[config.mk]
export PLATFORM = sky130hd
export DESIGN_NAME = epda_ram
export DESIGN_NICKNAME = d
export VERILOG_FILES = /design/src/epda_ram.sv
export SDC_FILE = /design/constraint.sdc
export NUM_CORES = 1
export LEC_CHECK = 0
export BUFFER_PORTS_ARGS = -buffer_cell sky130_fd_sc_hd__buf_2
export CORE_UTILIZATION = 28
export DETAILED_ROUTE_END_ITERATION = 6
export PLACE_DENSITY = 0.49
export SYNTH_ARGS = -nofsm -noshare
export SYNTH_HDL_FRONTEND = slang
export SYNTH_SLANG_ARGS = --single-unit
[constraint.sdc]
create_clock -name clk -period 2.3 [get_ports clk]
set_input_delay 0.23 -clock clk [delete_from_list [all_inputs] [get_ports clk]]
set_output_delay 0.23 -clock clk [all_outputs]
set_load 0.05 [all_outputs]
[src/epda_ram.sv]
// Simple dual-port RAM: one write port, one registered read port.
module epda_ram #(
	parameter int DEPTH = 64,
	parameter int AW    = 6,
	parameter int DW    = 12
) (
	input  logic          clk,
	input  logic          we,
	input  logic [AW-1:0] waddr,
	input  logic [DW-1:0] wdata,
	input  logic          re,
	input  logic [AW-1:0] raddr,
	output logic [DW-1:0] rdata
);

	logic [DW-1:0] mem_q [DEPTH];
	logic [DW-1:0] rdata_q;

	always_ff @(posedge clk) begin
		if (we)
			mem_q[waddr] <= wdata;
		if (re)
			rdata_q <= mem_q[raddr];
	end

	assign rdata = rdata_q;

endmodule

==> results summary <==
The flow ran to the end, but the final reports show violations. The final reports fail on DRC. The core region area is 105700 sq um. The met2 demand-to-capacity share in global routing came out at 0.2294.

The count of antenna-violating nets left after detailed routing is 0. Ranked by instance count, the synthesized netlist is headed by edfxtp_1, mux4_2, nor2_1. The highest-utilization routing layer at the global route stage is met2. At the worst endpoint, the arrival time is 2.59 ns. Measured on the finished design, the core utilization comes to 0.3445. The worst setup slack for register-to-register paths came out at 0.11 ns. The worst clock skew is 0.02705 ns. STA classifies the critical path startpoint as a flip-flop.

Including well taps, the total number of placed cells is between 2000 and 3000. Of the cells placed in the final design, the portion with a size suffix greater than 1 is 0.3515. The first global-routing pass estimated 111800 microns of wire. The netlist area before placement is 29970 sq um.

The setup TNS is 0 ns. The worst-margin pin slew came out at 0.9680 ns. The synthesized design contains 780 enable-type register cells. The number of failing setup endpoints in the final timing report came out at 0. By area the synthesized netlist is led by edfxtp_1, mux4_2, nor2_1.

The routed wirelength normalized by instance count came out at around 25 microns. The maximum operating frequency came out at 0.4576 GHz. The initial antenna violation count is 7. The number of buffers on the longest clock path is 3. STA classifies the critical path endpoint as a flip-flop. Post-CTS repair changed the size of 0 cells. Yosys mapped the design onto 34 distinct sky130hd cell types. The CTS sink count is 780. The length in cells of the worst reg-to-reg path came out at 5. The power per cell area is approximately 860 nW/um^2. The number of global-route vias before repair is between 15000 and 20000.

The die span in x is 329.2 microns. The TritonCTS clock tree is yes. The portion of synthesized cell area occupied by the leading cell type came out at 0.7815.

The count of non-filler cells in the finished layout came out at 3085. For this run, global-route usage on met1 was measured as 0.1993. The biggest area consumer among synthesized cells is edfxtp_1.

The worst setup path is of the flip-flop to flip-flop kind. The worst endpoint required time is roughly 2.7 ns. The synthesized area per cell is 22.38 sq um. Using the TritonRoute via totals, the vias-per-cell ratio works out to 4.750. The root buffer selected by CTS is clkbuf_16. The leakage power total is around 12 nW. The vertical die dimension is 329.2 microns. The worst-case vdd ir drop came out at ~0.5 mV. The worst slack at placement came out at -0.2513 ns. Setup repair after global routing left no endpoint under its margin. The last weighted congestion value of the routability-driven placer came out at ~0.80. Counting instances, the worst hold path has a depth of 1. For this block, the routed nets add up to 77840 microns of wire. The count of max-cap constraint violations came out at 0.

The start point of the worst hold path is re. The top-level I/O count came out at 39. The post-synth net total came out at 1366.

The overall die area came out at around 110000 sq um. The number of clock buffers added by TritonCTS is between 80 and 90. The time the worst path needs with I/O delays and setup came out at 2.185 ns. The number of hold buffers added after cts came out at 1. After synthesis the netlist holds a flip-flop and latch count of 780. The number of slew-limit violations in the final report is 0. The routed layout has 14650 vias.

The worst hold slack after final layout came out at 0.07338 ns. The detailed router's first-iteration violation count is 1438. The length of the first detailed-routing pass in iterations came out at 7. Global routing finished with a remaining overflow of 0.

The synthesized netlist cell count is 1339. The count of buffers added on input and output ports is 38. The starting density of the core came out at 0.2835. Among all flip-flop cells after synthesis, the most frequent one is edfxtp_1. The half-perimeter wire length after placement came out at 50960 microns. After clock tree synthesis, the clock-pin slew on the worst setup and hold paths is 0.06 ns. The buffer count from post-CTS setup fixing came out at 0. The classification of the worst-slack hold path is input port to flip-flop.

The path with the worst hold slack has its endpoint at rdata[1]. The clock latency reported for the late side of the worst-skew pair came out at between 0.6 and 0.7 ns. The H-tree generated during clock tree synthesis spans 3 levels. The proportion of synthesized flip-flops having asynchronous set or reset is 0. The DRC violations left came out at 8. The met3 track demand over resource in global routing is 0.03306. The most common cell in the synthesized netlist is edfxtp_1. After the last flow step, the layout net total stands at 1648. The layout-stage area growth over the synthesis result came out at 21.52%. The total track usage came out at 0.1453. The initialized floorplan defines 119 standard-cell rows.

The startpoint identified for the worst register-to-register timing path is mem_q[50][7]. The worst setup slack after layout is 0.1149 ns. The share of the cycle needed by the critical path after routing is 0.9500. For this run, the number of Yosys warnings is 0. Of the synthesized area, sequential elements account for 0.7815. The biggest fanout along the worst timing path came out at 1. The largest net degree at the start of global routing came out at 65. The final number of hold-violating endpoints is 0. The worst slew slack as a fraction of its limit is 0.3533. The reg-to-reg critical path endpoint is rdata[7].
==> layer usage <==
| layer | share of wire | wire length (microns) |
|---|---|---|
| met3 | 0.067 | 5237 |
| met4 | 0.026 | 2026 |
| met2 | 0.47 | 36410 |
| met1 | 0.44 | 34130 |
| met5 | 0.00039 | 30 |
==> critical path, stage by stage (launching register included) <==
cell      delay [ns]
edfxtp_1        0.37
mux4_2          0.47
a22oi_1         0.44
nand3_1         0.26
buf_4           0.23
a22o_1          0.19
==> cells by family after synthesis <==
| group | after synthesis | share of synthesized area |
|---|---|---|
| multiplexers | 219 | 0.1536 |
| buffers and inverters | 73 | 0.01432 |
| AO/OA/AOI/OAI | 109 | 0.02580 |
| flip-flops | 780 | 0.7815 |
| AND/OR/NAND/NOR | 158 | 0.02480 |
==> state kept, by name, indices dropped and copies added, names as in the netlist <==
name and flops:
rdata 12, mem_q 768
==> where the power goes <==
group | internal [mW] | switching [mW] | total, mW
sequential | 15.8 | 0.0554 | 15.8
clock | 8.18 | 5.50 | 13.7
combinational | 0.738 | 1.05 | 1.79
total | 24.7 | 6.60 | 31.3
==> per-stage QoR <==
stage | instance area [sq um] | power, mW
3_5_place_dp | 33600 | 17.94
5_1_grt | 36410 | 32.23
2_1_floorplan | 29970 | 16.95
6_report | 36420 | 31.29
4_1_cts | 36410 | 31.63
3_3_place_gp | 33600 | 17.91
==> worst max path at each step <==
| stage | start | to | cells after the start |
|---|---|---|---|
| 6_report | mem_q[50][7] | rdata[7] | 5 |
| 5_1_grt | mem_q[32][7] | rdata[7] | 5 |
| 4_1_cts | mem_q[32][7] | rdata[7] | 5 |
| 3_5_place_dp | raddr[0] | rdata[7] | 7 |
| 3_3_place_gp | raddr[1] | rdata[10] | 7 |
| 2_1_floorplan | raddr[1] | rdata[1] | 7 |
==> layout by cell type (no fill, tap or decap), drive strengths merged, types with 2 or more instances in the layout <==
| master | count |
|---|---|
| a211oi | 13 |
| a21oi | 10 |
| a221o | 2 |
| a22o | 6 |
| a22oi | 9 |
| a311oi | 2 |
| a31oi | 9 |
| a32o | 4 |
| buf | 269 |
| bufinv | 12 |
| clkbuf | 96 |
| clkinv | 39 |
| clkinvlp | 4 |
| diode | 4 |
| edfxtp | 780 |
| inv | 3 |
| mux2 | 7 |
| mux2i | 20 |
| mux4 | 192 |
| nand2 | 14 |
| nand2b | 21 |
| nand3 | 14 |
| nand3b | 2 |
| nand4 | 2 |
| nor2 | 74 |
| nor2b | 15 |
| nor3 | 10 |
| o21ai | 11 |
| o221ai | 16 |
| o22a | 2 |
| o22ai | 23 |
| o31ai | 2 |
| or2 | 2 |
| or3 | 2 |
==> final cells by class <==
type                    count  area [sq um]
flip-flops and latches    780         23420
multi-input cells         486          6130
clock buffers              96          2190
repair buffers            270          2316
well taps                1391          1740
fillers                  9852         69290
diodes                      4         10.01
clock inverters            58         614.3
No activity file was read; power rests on OpenSTA's default activity.
