<file path="src/epda_pkg.sv">
// Shared types and constants for the elite pool diversity admission block.
package epda_pkg;

	// Sequencer states
	typedef enum logic [2:0] {
		ST_IDLE,
		ST_SCAN,
		ST_EVAL,
		ST_DECIDE,
		ST_COPY,
		ST_EMIT
	} state_t;

	// Result outcome codes
	typedef enum logic [2:0] {
		OUT_NEAR     = 3'd0,
		OUT_APPEND   = 3'd1,
		OUT_REPLACE  = 3'd2,
		OUT_WEAK     = 3'd3,
		OUT_TOO_LONG = 3'd4
	} outcome_t;

	// Configuration port
	localparam int CFG_IDX_BITS  = 2;
	localparam int CFG_DATA_BITS = 7;
	localparam logic [CFG_IDX_BITS-1:0] CFG_ELITE_CAP = 2'd0;
	localparam logic [CFG_IDX_BITS-1:0] CFG_THRESHOLD = 2'd1;

	// Field widths
	localparam int CAP_BITS       = 4;
	localparam int THR_BITS       = 7;
	localparam int SCORE_BITS     = 48;
	localparam int OUTCOME_BITS   = 3;
	localparam int OUT_SLOT_BITS  = 3;
	localparam int OUT_COUNT_BITS = 4;

	localparam logic [CAP_BITS-1:0] CAP_RESET = 4'd4;
	localparam logic [THR_BITS-1:0] THR_RESET = 7'd2;

	// Datapath status seen by the sequencer
	typedef struct packed {
		logic accept;
		logic pos_ok;
		logic last;
		logic scan_done;
		logic eval_done;
		logic near;
		logic write_ok;
		logic copy_done;
		logic out_free;
	} seq_status_t;

	// One-hot phase flags driven by the sequencer
	typedef struct packed {
		logic idle;
		logic scan;
		logic eval;
		logic decide;
		logic copy;
		logic emit;
	} seq_ctrl_t;

endpackage

</file>
<file path="src/epda_seq.sv">
// Phase sequencer for the admission datapath.
module epda_seq (
	input  logic                  clk,
	input  logic                  arst_n,
	input  epda_pkg::seq_status_t status,
	output epda_pkg::seq_ctrl_t   ctrl
);

	import epda_pkg::*;

	state_t st_q, st_d;

	always_ff @(posedge clk or negedge arst_n) begin
		if (!arst_n)
			st_q <= ST_IDLE;
		else
			st_q <= st_d;
	end

	always_comb begin
		st_d = st_q;
		case (st_q)
			ST_IDLE: begin
				if (status.accept) begin
					if (status.pos_ok)
						st_d = ST_SCAN;
					else if (status.last)
						st_d = ST_EMIT;
				end
			end
			ST_SCAN: begin
				if (status.scan_done)
					st_d = status.last ? ST_EVAL : ST_IDLE;
			end
			ST_EVAL: begin
				if (status.eval_done)
					st_d = ST_DECIDE;
			end
			ST_DECIDE: begin
				st_d = (!status.near && status.write_ok) ? ST_COPY : ST_EMIT;
			end
			ST_COPY: begin
				if (status.copy_done)
					st_d = ST_EMIT;
			end
			ST_EMIT: begin
				if (status.out_free)
					st_d = ST_IDLE;
			end
			default: st_d = ST_IDLE;
		endcase
	end

	always_comb begin
		ctrl = '0;
		case (st_q)
			ST_IDLE:   ctrl.idle   = 1'b1;
			ST_SCAN:   ctrl.scan   = 1'b1;
			ST_EVAL:   ctrl.eval   = 1'b1;
			ST_DECIDE: ctrl.decide = 1'b1;
			ST_COPY:   ctrl.copy   = 1'b1;
			ST_EMIT:   ctrl.emit   = 1'b1;
			default:   ctrl.idle   = 1'b1;
		endcase
	end

endmodule

</file>
<file path="config.mk">
export PLATFORM = sky130hd
export DESIGN_NAME = epda_seq
export DESIGN_NICKNAME = d
export VERILOG_FILES = /design/src/epda_pkg.sv /design/src/epda_seq.sv
export SDC_FILE = /design/constraint.sdc
export NUM_CORES = 1
export LEC_CHECK = 0
export BUFFER_PORTS_ARGS = -buffer_cell sky130_fd_sc_hd__buf_4
export CAP_MARGIN = 20
export CORE_AREA = 2 2 39 41
export CTS_CLUSTER_DIAMETER = 150
export CTS_CLUSTER_SIZE = 8
export DETAILED_ROUTE_END_ITERATION = 16
export DIE_AREA = 0 0 41 43
export PLACE_DENSITY = 0.44
export SYNTH_ARGS = -nofsm -noshare
export SYNTH_HDL_FRONTEND = slang
export SYNTH_SLANG_ARGS = --single-unit
</file>
<file path="constraint.sdc">
create_clock -name clk -period 2.95 [get_ports clk]
set_clock_uncertainty 0.1 [all_clocks]
set_input_delay 0.59 -clock clk [delete_from_list [all_inputs] [get_ports clk]]
set_output_delay 0.59 -clock clk [all_outputs]
set_load 0.01 [all_outputs]
</file>
==> key figures, run 1 <==
Final layout
  – Max reg flops: 3
  – Top reg by flops: st_q
  – Post-route insts no fill: 73
  – Fraction of layout cells with a size suffix above 1: 33.3%
  – Number of diodes: 0
  – Layout net count: just under 70
  – Area grow syn2layout: 48.3%
  – Top flop regs: st_q x3

Floorplan
  – Core area: approximately 1400 sq um
  – Die height: 43 um
  – Row cnt: 14
  – Starting density of the core: 21.7%
  – Die ar.: 1760 sq um
  – I/O pin count: 17
  – Die X: 41 um

Detailed routing
  – Post-route DRC violation count: 0
  – DRT iter0 DRCs: 7
  – Final WL: 848 um
  – Total number of vias: 353
  – Routed vias/inst: 4.84
  – Pre-antenna DRT Iters: 4
  – Antenna Violating Nets Remaining: 0
  – Routed len/inst: 11.6 um

Clock tree
  – Resized cells post-CTS: 0
  – Number of clock sinks: 3
  – Reg clk slew, reported paths: ~0.04 ns
  – Clk buf depth: 2
  – Root Driver: clkbuf_4
  – H-tree levels: 1
  – CTS tree: built
  – Clock Latency Late Sink: 0.23 ns
  – Number of CTS-inserted buffers: 3
  – Post-CTS Hold Buffers: 0
  – Postcts setup bufs: 0

Worst setup path
  – Critical path's top delay family: flip-flops
  – Slowest CP cell: dfrtp_1
  – CP Data Arrival Time: roughly 1.3 ns
  – Category of the worst setup path launch point: flip-flop
  – CP Depth: 3
  – Worst EP required: 2.26 ns
  – CP Class: flip-flop to primary output
  – Reg2reg path depth: 4
  – Critical Path Max Stage Delay: 0.49 ns
  – Crit-path cells: or3_1 > nand2_1 > buf_4
  – CP endpoint kind: primary output
  – Crit-path max FO: 13
  – Buf/Inv on CP: 1

Place
  – Final HPWL DP: 627 um
  – PortBufs: 16
  – Placed cells: 69
  – Placer congestion estimate: 0.747

Global routing
  – Vias in the first global route: 319
  – Largest net degree at the start of global routing: 14
  – Initial antenna violation count: 0
  – Grt ovf: 0
  – First-pass GRT wire length: 1280 um
  – Total track usage: about 11%

Pwr
  – Power per cell area: 897 nW/um^2
  – Worst vdd ir: 226 uV
  – P_leak: 0.000228 uW

Timing
  – Post-layout min period: slightly above 2 ns
  – Unrepaired setup endpoints after global routing: no
  – Worst relative slew slack: 76.4%
  – Setup violations, final: 0
  – Fin crit share: 68.2%
  – Pins Over Slew Limit: 0
  – FMAX: 497 MHz
  – Setup TNS: 0 ns
  – Final Hold Fails: 0
  – Worst Max-Slew Pin Slew: 0.355 ns

Logic synthesis
  – Post-synthesis register bit count: 3
  – Seq/Total Area, Yosys: 25.0%
  – Mapped Area: 300 sq um
  – Most area-consuming cells after synthesis: dfrtp_1, nand2b_1, a31oi_1
  – Synth top area share: approximately a quarter
  – Post-synth net total: 51
  – Library cells used by synthesis: 25
  – Syn Area/Cell: 7.51 sq um
  – Synthesized instance count: 40
  – Ys Warns: 0
  – Area leader, netlist: dfrtp_1

Status
  – Status: finished clean

Run
  – # Max-Cap Violations: 0

Min path
  – Min-delay worst type: primary input to asynchronous set/reset pin
per-layer routing:
| layer | share of wire, % | up-vias | GRT usage, % |
|---|---|---|---|
| li1 | - | 177 | - |
| met1 | 38 | 163 | 11.3 |
| met2 | 53 | 13 | 17.2 |
| met3 | 8.8 | 0 | 3.66 |
| met4 | 0 | 0 | 8.00 |
| met5 | 0 | - | 0 |
Yosys cell counts:
cell and n:
nand2b_1 3, nor2_1 3, buf_2 2, nor3_1 2
a22o_1 1, and3b_1 1, dfrtp_1 3, o21bai_1 1
a21boi_0 1, or2_0 1, a21o_1 1, nand3_1 2
and3_1 1, o21ai_0 2, inv_1 2, a21oi_1 1
buf_6 1, a311o_1 1, a31oi_1 2, o32a_1 1
mux2i_1 1, or3_1 1, nand2_1 3, nor2b_1 2
o22ai_1 1
layout by cell type, fill, tap and decap left out:
cell and n:
o21ai_0 2, dfrtp_1 3, clkbuf_1 1, o21bai_1 1, nand2b_1 3, or2_0 1
a31oi_1 2, a21o_1 1, nor2_1 3, clkbuf_4 3, a21boi_0 1, nand2_1 3
a311o_1 1, nor3_1 2, and3_1 1, or3_1 1, nor2b_1 2, inv_1 2
mux2i_1 1, nand3_1 2, a21oi_1 1, buf_4 16, o22ai_1 1, a22o_1 1
o32a_1 1, and3b_1 1
power breakdown:
part / internal (uW) / total (uW) / switching [uW]
Sequential: 58.2 / 108 / 49.8
Clock: 50.7 / 71.3 / 20.7
Combinational: 123 / 220 / 97.5
Total: 232 / 400 / 168
through the flow:
step                total power (uW)  hold slack, ns  util [%]  cell area (sq um)  setup WS (ns)
floorplan                        255           0.194         -                300           1.23
global placement                 337           0.282      30.3                419           1.09
detailed placement               330           0.282      30.3                419           1.08
CTS                              404          0.0340      32.2                445          0.923
global route                     438          0.0238      32.2                445          0.860
finish                           400          0.0386      32.2                445          0.939
layout make-up:
| class | count | area (sq um) |
|---|---|---|
| tap | 16 | 20.0 |
| multi-input combinational | 32 | 196 |
| fill | 154 | 938 |
| timing repair buffer | 16 | 120 |
| sequential | 3 | 75.1 |
| inverter | 2 | 7.51 |
| clock buffer | 4 | 26.3 |
worst register-to-register path: stages (launching register included):
cell and delay [ns]:
dfrtp_1 0.53, inv_1 0.18, a311o_1 0.31, a21o_1 0.16, a22o_1 0.21
worst paths after layout:
check                           endpoint      start  slack (ns)
worst max-delay path             ctrl[5]    st_q[0]        0.94
worst min-delay path             st_q[2]     arst_n        0.04
worst max register to register   st_q[0]    st_q[2]        1.34
worst min register to register   st_q[1]    st_q[2]        0.55
max in group asynchronous        st_q[1]     arst_n        2.62
min in group clk                 st_q[1]  status[6]        0.53
kinds of logic (layout without fill, tap and decap cells):
| kind of cell | count (synthesis) | after routing | share of synthesized area (%) |
|---|---|---|---|
| DFF | 3 | 3 | 25.0 |
| AOI/OAI and AO/OA | 12 | 12 | 28.3 |
| buffers and inverters | 5 | 22 | 9.58 |
| and+or+nand+nor | 19 | 19 | 33.8 |
| muxes | 1 | 1 | 3.33 |
Power figures use the tool's default switching activity.
==> run 2: changes to the inputs <==
--- a/config.mk
+++ b/config.mk
@@ -12,7 +12,7 @@
 export CTS_CLUSTER_SIZE = 8
 export DETAILED_ROUTE_END_ITERATION = 16
 export DIE_AREA = 0 0 41 43
-export PLACE_DENSITY = 0.44
+export PLACE_DENSITY = 0.45
 export SYNTH_ARGS = -nofsm -noshare
 export SYNTH_HDL_FRONTEND = slang
 export SYNTH_SLANG_ARGS = --single-unit
==> constraint.sdc (replaced) <==
create_clock -name clk -period 1.75 [get_ports clk]
set_clock_uncertainty 0.1 [all_clocks]
set_input_delay 0.35 -clock clk [delete_from_list [all_inputs] [get_ports clk]]
set_output_delay 0.35 -clock clk [all_outputs]
set_load 0.01 [all_outputs]
==> key figures, run 2 (same netlist as run 1, synthesis figures left out) <==
Status
  – Status: finished clean (unchanged)

Pwr
  – Seq pwr share: 18.8% (was 27.0%)
  – Combinational share of power: 66.4% (was 55.1%)
  – P_leak: 0.000273 uW (was 0.000228 uW)
  – Clk pwr share: 14.8% (was 17.9%)
  – Internal power: 496 uW (was 232 uW)
  – Switching power: 314 uW (was 168 uW)
  – Sw frac: 38.7% (was 42.0%)
  – Worst vdd ir: 384 uV (was 226 uV)
  – Power per cell area: 1540 nW/um^2 (was 897 nW/um^2)

Final layout
  – Area grow syn2layout: 75.4% (was 48.3%)
  – Top flop regs: st_q x3 (unchanged)
  – Number of diodes: 0 (unchanged)
  – Post-layout util: 38.1% (was 32.2%)
  – Layout net count: 79 (was 69)
  – Commonest non-fill, non-tap cell in the layout: buf_4 (unchanged)
  – Max reg flops: 3 (unchanged)
  – Fraction of layout cells with a size suffix above 1: 46.3% (was 33.3%)
  – Top reg by flops: st_q (unchanged)

Floorplan
  – Core area: 1380 sq um (unchanged)
  – I/O pin count: 17 (unchanged)
  – Die height: 43 um (unchanged)
  – Die ar.: 1760 sq um (unchanged)
  – Die X: 41 um (unchanged)
  – Starting density of the core: 21.7% (unchanged)
  – Row cnt: 14 (unchanged)

Global routing
  – First-pass GRT wire length: 1330 um (was 1280 um)
  – Vias in the first global route: 353 (was 319)
  – Total track usage: 11.5% (was 11.0%)
  – Grt ovf: 0 (unchanged)
  – Initial antenna violation count: 0 (unchanged)
  – Largest net degree at the start of global routing: 13 (was 14)

Min path
  – Min-delay worst type: primary input to flip-flop (was primary input to asynchronous set/reset pin)

Timing
  – Setup violations, final: 0 (unchanged)
  – Final Hold Fails: 0 (unchanged)
  – Setup TNS: 0 ns (unchanged)
  – Fin crit share: between 90 and 100%
  – Worst relative slew slack: 85.4% (was 76.4%)
  – Worst Max-Slew Pin Slew: 0.218 ns (was 0.355 ns)
  – FMAX: between 500 and 600 MHz
  – Unrepaired setup endpoints after global routing: no (unchanged)
  – Post-layout min period: 1.67 ns
  – WHS: 0.286 ns (was 0.0386 ns)
  – Pins Over Slew Limit: 0 (unchanged)

Worst setup path
  – Category of the worst setup path launch point: flip-flop (unchanged)
  – Crit-path max FO: 5 (was 13)
  – Slowest CP cell: dfrtp_2 (was dfrtp_1)
  – Critical Path Max Stage Delay: 0.43 ns (was 0.49 ns)
  – Critical path's top delay family: simple AND/OR/NAND/NOR gates (was flip-flops)
  – CP endpoint kind: primary output (unchanged)
  – CP Class: flip-flop to primary output (unchanged)
  – Crit-path cells: or3_1 > nand2_1 > buf_4 (unchanged)
  – Worst EP required: 1.30 ns (was 2.26 ns)
  – CP Data Arrival Time: 1.22 ns (was 1.32 ns)
  – Buf/Inv on CP: 1 (unchanged)

Run
  – # Max-Cap Violations: 0 (unchanged)

Clock tree
  – Root Driver: clkbuf_4 (unchanged)
  – H-tree levels: 1 (unchanged)
  – Reg clk slew, reported paths: 0.04 ns (about the same)
  – Number of CTS-inserted buffers: 3 (unchanged)
  – CTS tree: built (unchanged)
  – Clk buf depth: 2 (unchanged)
  – Clock Latency Late Sink: 0.23 ns (about the same)
  – Number of clock sinks: 3 (unchanged)

Detailed routing
  – DRT iter0 DRCs: 8 (was 7)
  – Routed len/inst: 11.7 um (was 11.6 um)
  – Routed vias/inst: 4.81 (was 4.84)
  – Post-route DRC violation count: 0 (unchanged)
  – Antenna Violating Nets Remaining: 0 (unchanged)
  – Final WL: 973 um (was 848 um)
  – Pre-antenna DRT Iters: 2 (was 4)
  – Total number of vias: 399 (was 353)

Place
  – Final HPWL DP: 689 um (was 627 um)
  – PortBufs: 16 (unchanged)
  – Placer congestion estimate: 0.761 (was 0.747)
[run 2: changes by cell type in the layout (fill, tap and decap cells not counted)]
| cell | before | now |
|---|---|---|
| buf_4 | 16 | 25 |
| dfrtp_1 | 3 | 0 |
| dfrtp_2 | 0 | 3 |
| dlygate4sd3_1 | 0 | 1 |
[run 2: area by class of cell]
type / instances / area (sq um)
inverters: 2 / 7.51
flip-flops and latches: 3 / 78.8
clock buffers: 4 / 26.3
well taps: 16 / 20.0
multi-input cells: 32 / 196
fillers: 159 / 857
repair buffers: 26 / 198
[run 2: layer usage]
layer	vias up	global-route usage, %	routed length [um]
met5	-	0	0
met2	15	17.5	497
met1	182	12.0	374
li1	198	-	-
met3	4	3.66	74
met4	0	9.33	27
[run 2: timing repair]
action,in CTS,in global routing
setup buffers,0,7
hold endpoints to repair,3,0
pin swaps,0,0
hold buffers,1,0
resized for setup,2,1
endpoints found under the setup margin,1,2
[run 2: path summary, 6_finish.rpt]
kind	from	endpoint	slack [ns]	cells past startpoint
max	st_q[0]	ctrl[5]	0.08	3
min	status[6]	st_q[1]	0.29	3
max reg2reg	st_q[0]	st_q[2]	0.21	6
min reg2reg	st_q[2]	st_q[1]	0.55	2
max in group asynchronous	arst_n	st_q[1]	1.10	2
min in group asynchronous	arst_n	st_q[2]	0.35	2
[run 2: stage by stage]
step	worst slack (ns)	cells	total power, uW	cell area, sq um
6_report	0.0817	83	810	527
5_1_grt	0.00556	83	880	527
4_1_cts	0.0287	76	726	473
3_5_place_dp	0.123	71	596	434
3_3_place_gp	0.132	71	604	434
2_1_floorplan	0.269	40	429	300
[run 2: worst min-delay path, delay by kind of cell]
family,cells,cell delay (ns)
buffers and inverters,1,0.11
and+or+nand+nor,1,0.05
AOI/OAI and AO/OA,1,0.06
[run 2: power by group through the flow]
stage	sequential [uW]	combinational [uW]	clock, uW
floorplan	114	315	0
global placement	169	435	0
detailed placement	167	429	0
CTS	170	432	123
global route	161	585	134
finish	152	538	120
==> run 3: changes to the inputs <==
--- a/config.mk
+++ b/config.mk
@@ -13,6 +13,7 @@
 export DETAILED_ROUTE_END_ITERATION = 16
 export DIE_AREA = 0 0 41 43
 export PLACE_DENSITY = 0.45
+export RECOVER_POWER = 25
 export SYNTH_ARGS = -nofsm -noshare
 export SYNTH_HDL_FRONTEND = slang
 export SYNTH_SLANG_ARGS = --single-unit
==> key figures, run 3 (same netlist as run 1, synthesis figures left out) <==
Status
  – Status: finished clean (unchanged)

Pwr
  – P_leak: 0.000270 uW (was 0.000273 uW)
  – Power per cell area: 1550 nW/um^2 (was 1540 nW/um^2)
  – Worst vdd ir: 384 uV (about the same)

Place
  – Placer congestion estimate: 0.761 (unchanged)
  – PortBufs: 16 (unchanged)
  – Post-Place Worst Slack: 0.123 ns (unchanged)
  – Placed cells: 71 (unchanged)
  – Final HPWL DP: 689 um (unchanged)
  – Cell Area, Placed: 434 sq um (unchanged)

Global routing
  – Vias in the first global route: 353 (unchanged)
  – Grt ovf: 0 (unchanged)
  – Total track usage: 11.5% (unchanged)
  – Largest net degree at the start of global routing: 13 (unchanged)
  – Initial antenna violation count: 0 (unchanged)
  – First-pass GRT wire length: 1330 um (unchanged)

Timing
  – Setup violations, final: 0 (unchanged)
  – Worst Setup Slack, final: 0.0817 ns (unchanged)
  – Unrepaired setup endpoints after global routing: no (unchanged)
  – Fin crit share: 95.3% (unchanged)
  – Final Hold Fails: 0 (unchanged)
  – Pins Over Slew Limit: 0 (unchanged)
  – Setup TNS: 0 ns (unchanged)
  – Worst Max-Slew Pin Slew: 0.218 ns (unchanged)
  – FMAX: 599 MHz (unchanged)
  – Post-layout min period: 1.67 ns (unchanged)
  – Worst relative slew slack: 85.4% (unchanged)

Worst setup path
  – Critical Path Max Stage Delay: 0.43 ns (about the same)
  – CP Data Arrival Time: 1.22 ns (about the same)
  – CP endpoint kind: primary output (unchanged)
  – Reg2reg path depth: 6 (unchanged)
  – CP Class: flip-flop to primary output (unchanged)
  – Reg2reg end: st_q[2] (unchanged)
  – Category of the worst setup path launch point: flip-flop (unchanged)
  – Crit-path cells: or3_1 > nand2_1 > buf_4 (unchanged)
  – Worst R2R Start: st_q[0] (unchanged)
  – Worst R2R Setup Slack: 0.21 ns (about the same)
  – Slowest CP cell: dfrtp_2 (unchanged)
  – Worst EP required: 1.30 ns (about the same)
  – CP Launch Point: st_q[0] (unchanged)
  – Crit-path max FO: 5 (unchanged)

Final layout
  – Fill count: 159 (unchanged)
  – Post-route insts no fill: 83 (unchanged)
  – Max reg flops: 3 (unchanged)
  – Commonest non-fill, non-tap cell in the layout: buf_4 (unchanged)
  – Final Instance Area: 523 sq um (was 527 sq um)
  – Top reg by flops: st_q (unchanged)
  – Area grow syn2layout: 74.2% (was 75.4%)
  – Layout net count: 79 (unchanged)
  – Top flop regs: st_q x3 (unchanged)
  – Fraction of layout cells with a size suffix above 1: 44.8% (was 46.3%)
  – Number of diodes: 0 (unchanged)

Detailed routing
  – Antenna Violating Nets Remaining: 0 (unchanged)
  – Routed len/inst: 11.7 um (about the same)
  – Routed vias/inst: 4.80 (was 4.81)
  – Pre-antenna DRT Iters: 2 (unchanged)
  – Total number of vias: 398 (was 399)
  – Post-route DRC violation count: 0 (unchanged)
  – DRT iter0 DRCs: 8 (unchanged)
  – Final WL: 971 um (was 973 um)

Floorplan
  – Core area: 1380 sq um (unchanged)
  – I/O pin count: 17 (unchanged)
  – Starting density of the core: 21.7% (unchanged)
  – Die X: 41 um (unchanged)
  – Die height: 43 um (unchanged)
  – Row cnt: 14 (unchanged)
  – Die ar.: 1760 sq um (unchanged)

Clock tree
  – CTS tree: built (unchanged)
  – H-tree levels: 1 (unchanged)
  – Clk buf depth: 2 (unchanged)
  – Clock Latency Late Sink: 0.23 ns (about the same)
  – Number of CTS-inserted buffers: 3 (unchanged)
  – Root Driver: clkbuf_4 (unchanged)
  – Number of clock sinks: 3 (unchanged)
  – Reg clk slew, reported paths: 0.04 ns (about the same)

Min path
  – Hold endpoint: st_q[1] (unchanged)
  – Worst Hold Path Cells: 3 (unchanged)
  – HP Start: status[6] (unchanged)
  – Min-delay worst type: primary input to flip-flop (unchanged)

Run
  – # Max-Cap Violations: 0 (unchanged)
[run 3: cell types whose count changed in the layout (fill, tap and decap cells not counted), sizes merged]
cell	change
clkbuf	+1
buf	-1
[run 3: layer usage]
layer / share of wire, % / global-route usage (%) / vias up
met5: 0 / 0 / -
met4: 2.8 / 9.33 / 0
met3: 7.6 / 3.66 / 4
met2: 51 / 17.5 / 15
met1: 38 / 12.0 / 181
li1: - / - / 198
[run 3: per-stage QoR]
step,total power (uW),hold slack (ns),utilization [%]
after CTS,726,0.285,34.2
after global routing,879,0.284,37.8
after detailed placement,596,0.0411,31.4
after global placement,604,0.0414,31.4
after floorplan,429,-0.0456,-
final,809,0.286,37.8
[run 3: critical path, delay by kind of cell, from the launching register on]
kind,cells,cell delay (ns)
simple gates,2,0.45
buf+inv,1,0.11
flops,1,0.43
[run 3: timing repair]
| action | 4_1_cts | 5_1_grt |
|---|---|---|
| setup endpoints to repair | 1 | 2 |
| buffers inserted | 0 | 7 |
| hold buffers | 1 | 0 |
| gates cloned | 0 | 0 |
| hold endpoints to repair | 3 | 0 |
| pin swaps | 0 | 0 |
| gates resized for setup | 2 | 1 |
[run 3: worst max path at each step]
stage / end / cells past startpoint
finish: ctrl[5] / 3
global route: ctrl[5] / 3
CTS: ctrl[5] / 3
detailed placement: st_q[0] / 5
global placement: st_q[0] / 5
floorplan: st_q[0] / 4
[run 3: final cells by class]
class	instances	area, sq um	share of cell area, %
Multi-Input combinational cell	32	196	37.6
Clock buffer	4	26.3	5.02
Sequential cell	3	78.8	15.1
Inverter	2	7.51	1.44
Timing Repair Buffer	26	194	37.1
Tap cell	16	20.0	3.83
[run 3: power breakdown]
part	total (uW)	switching (uW)	internal (uW)
registers	152	47.7	105
clock network	120	34.4	85.3
logic	537	232	306
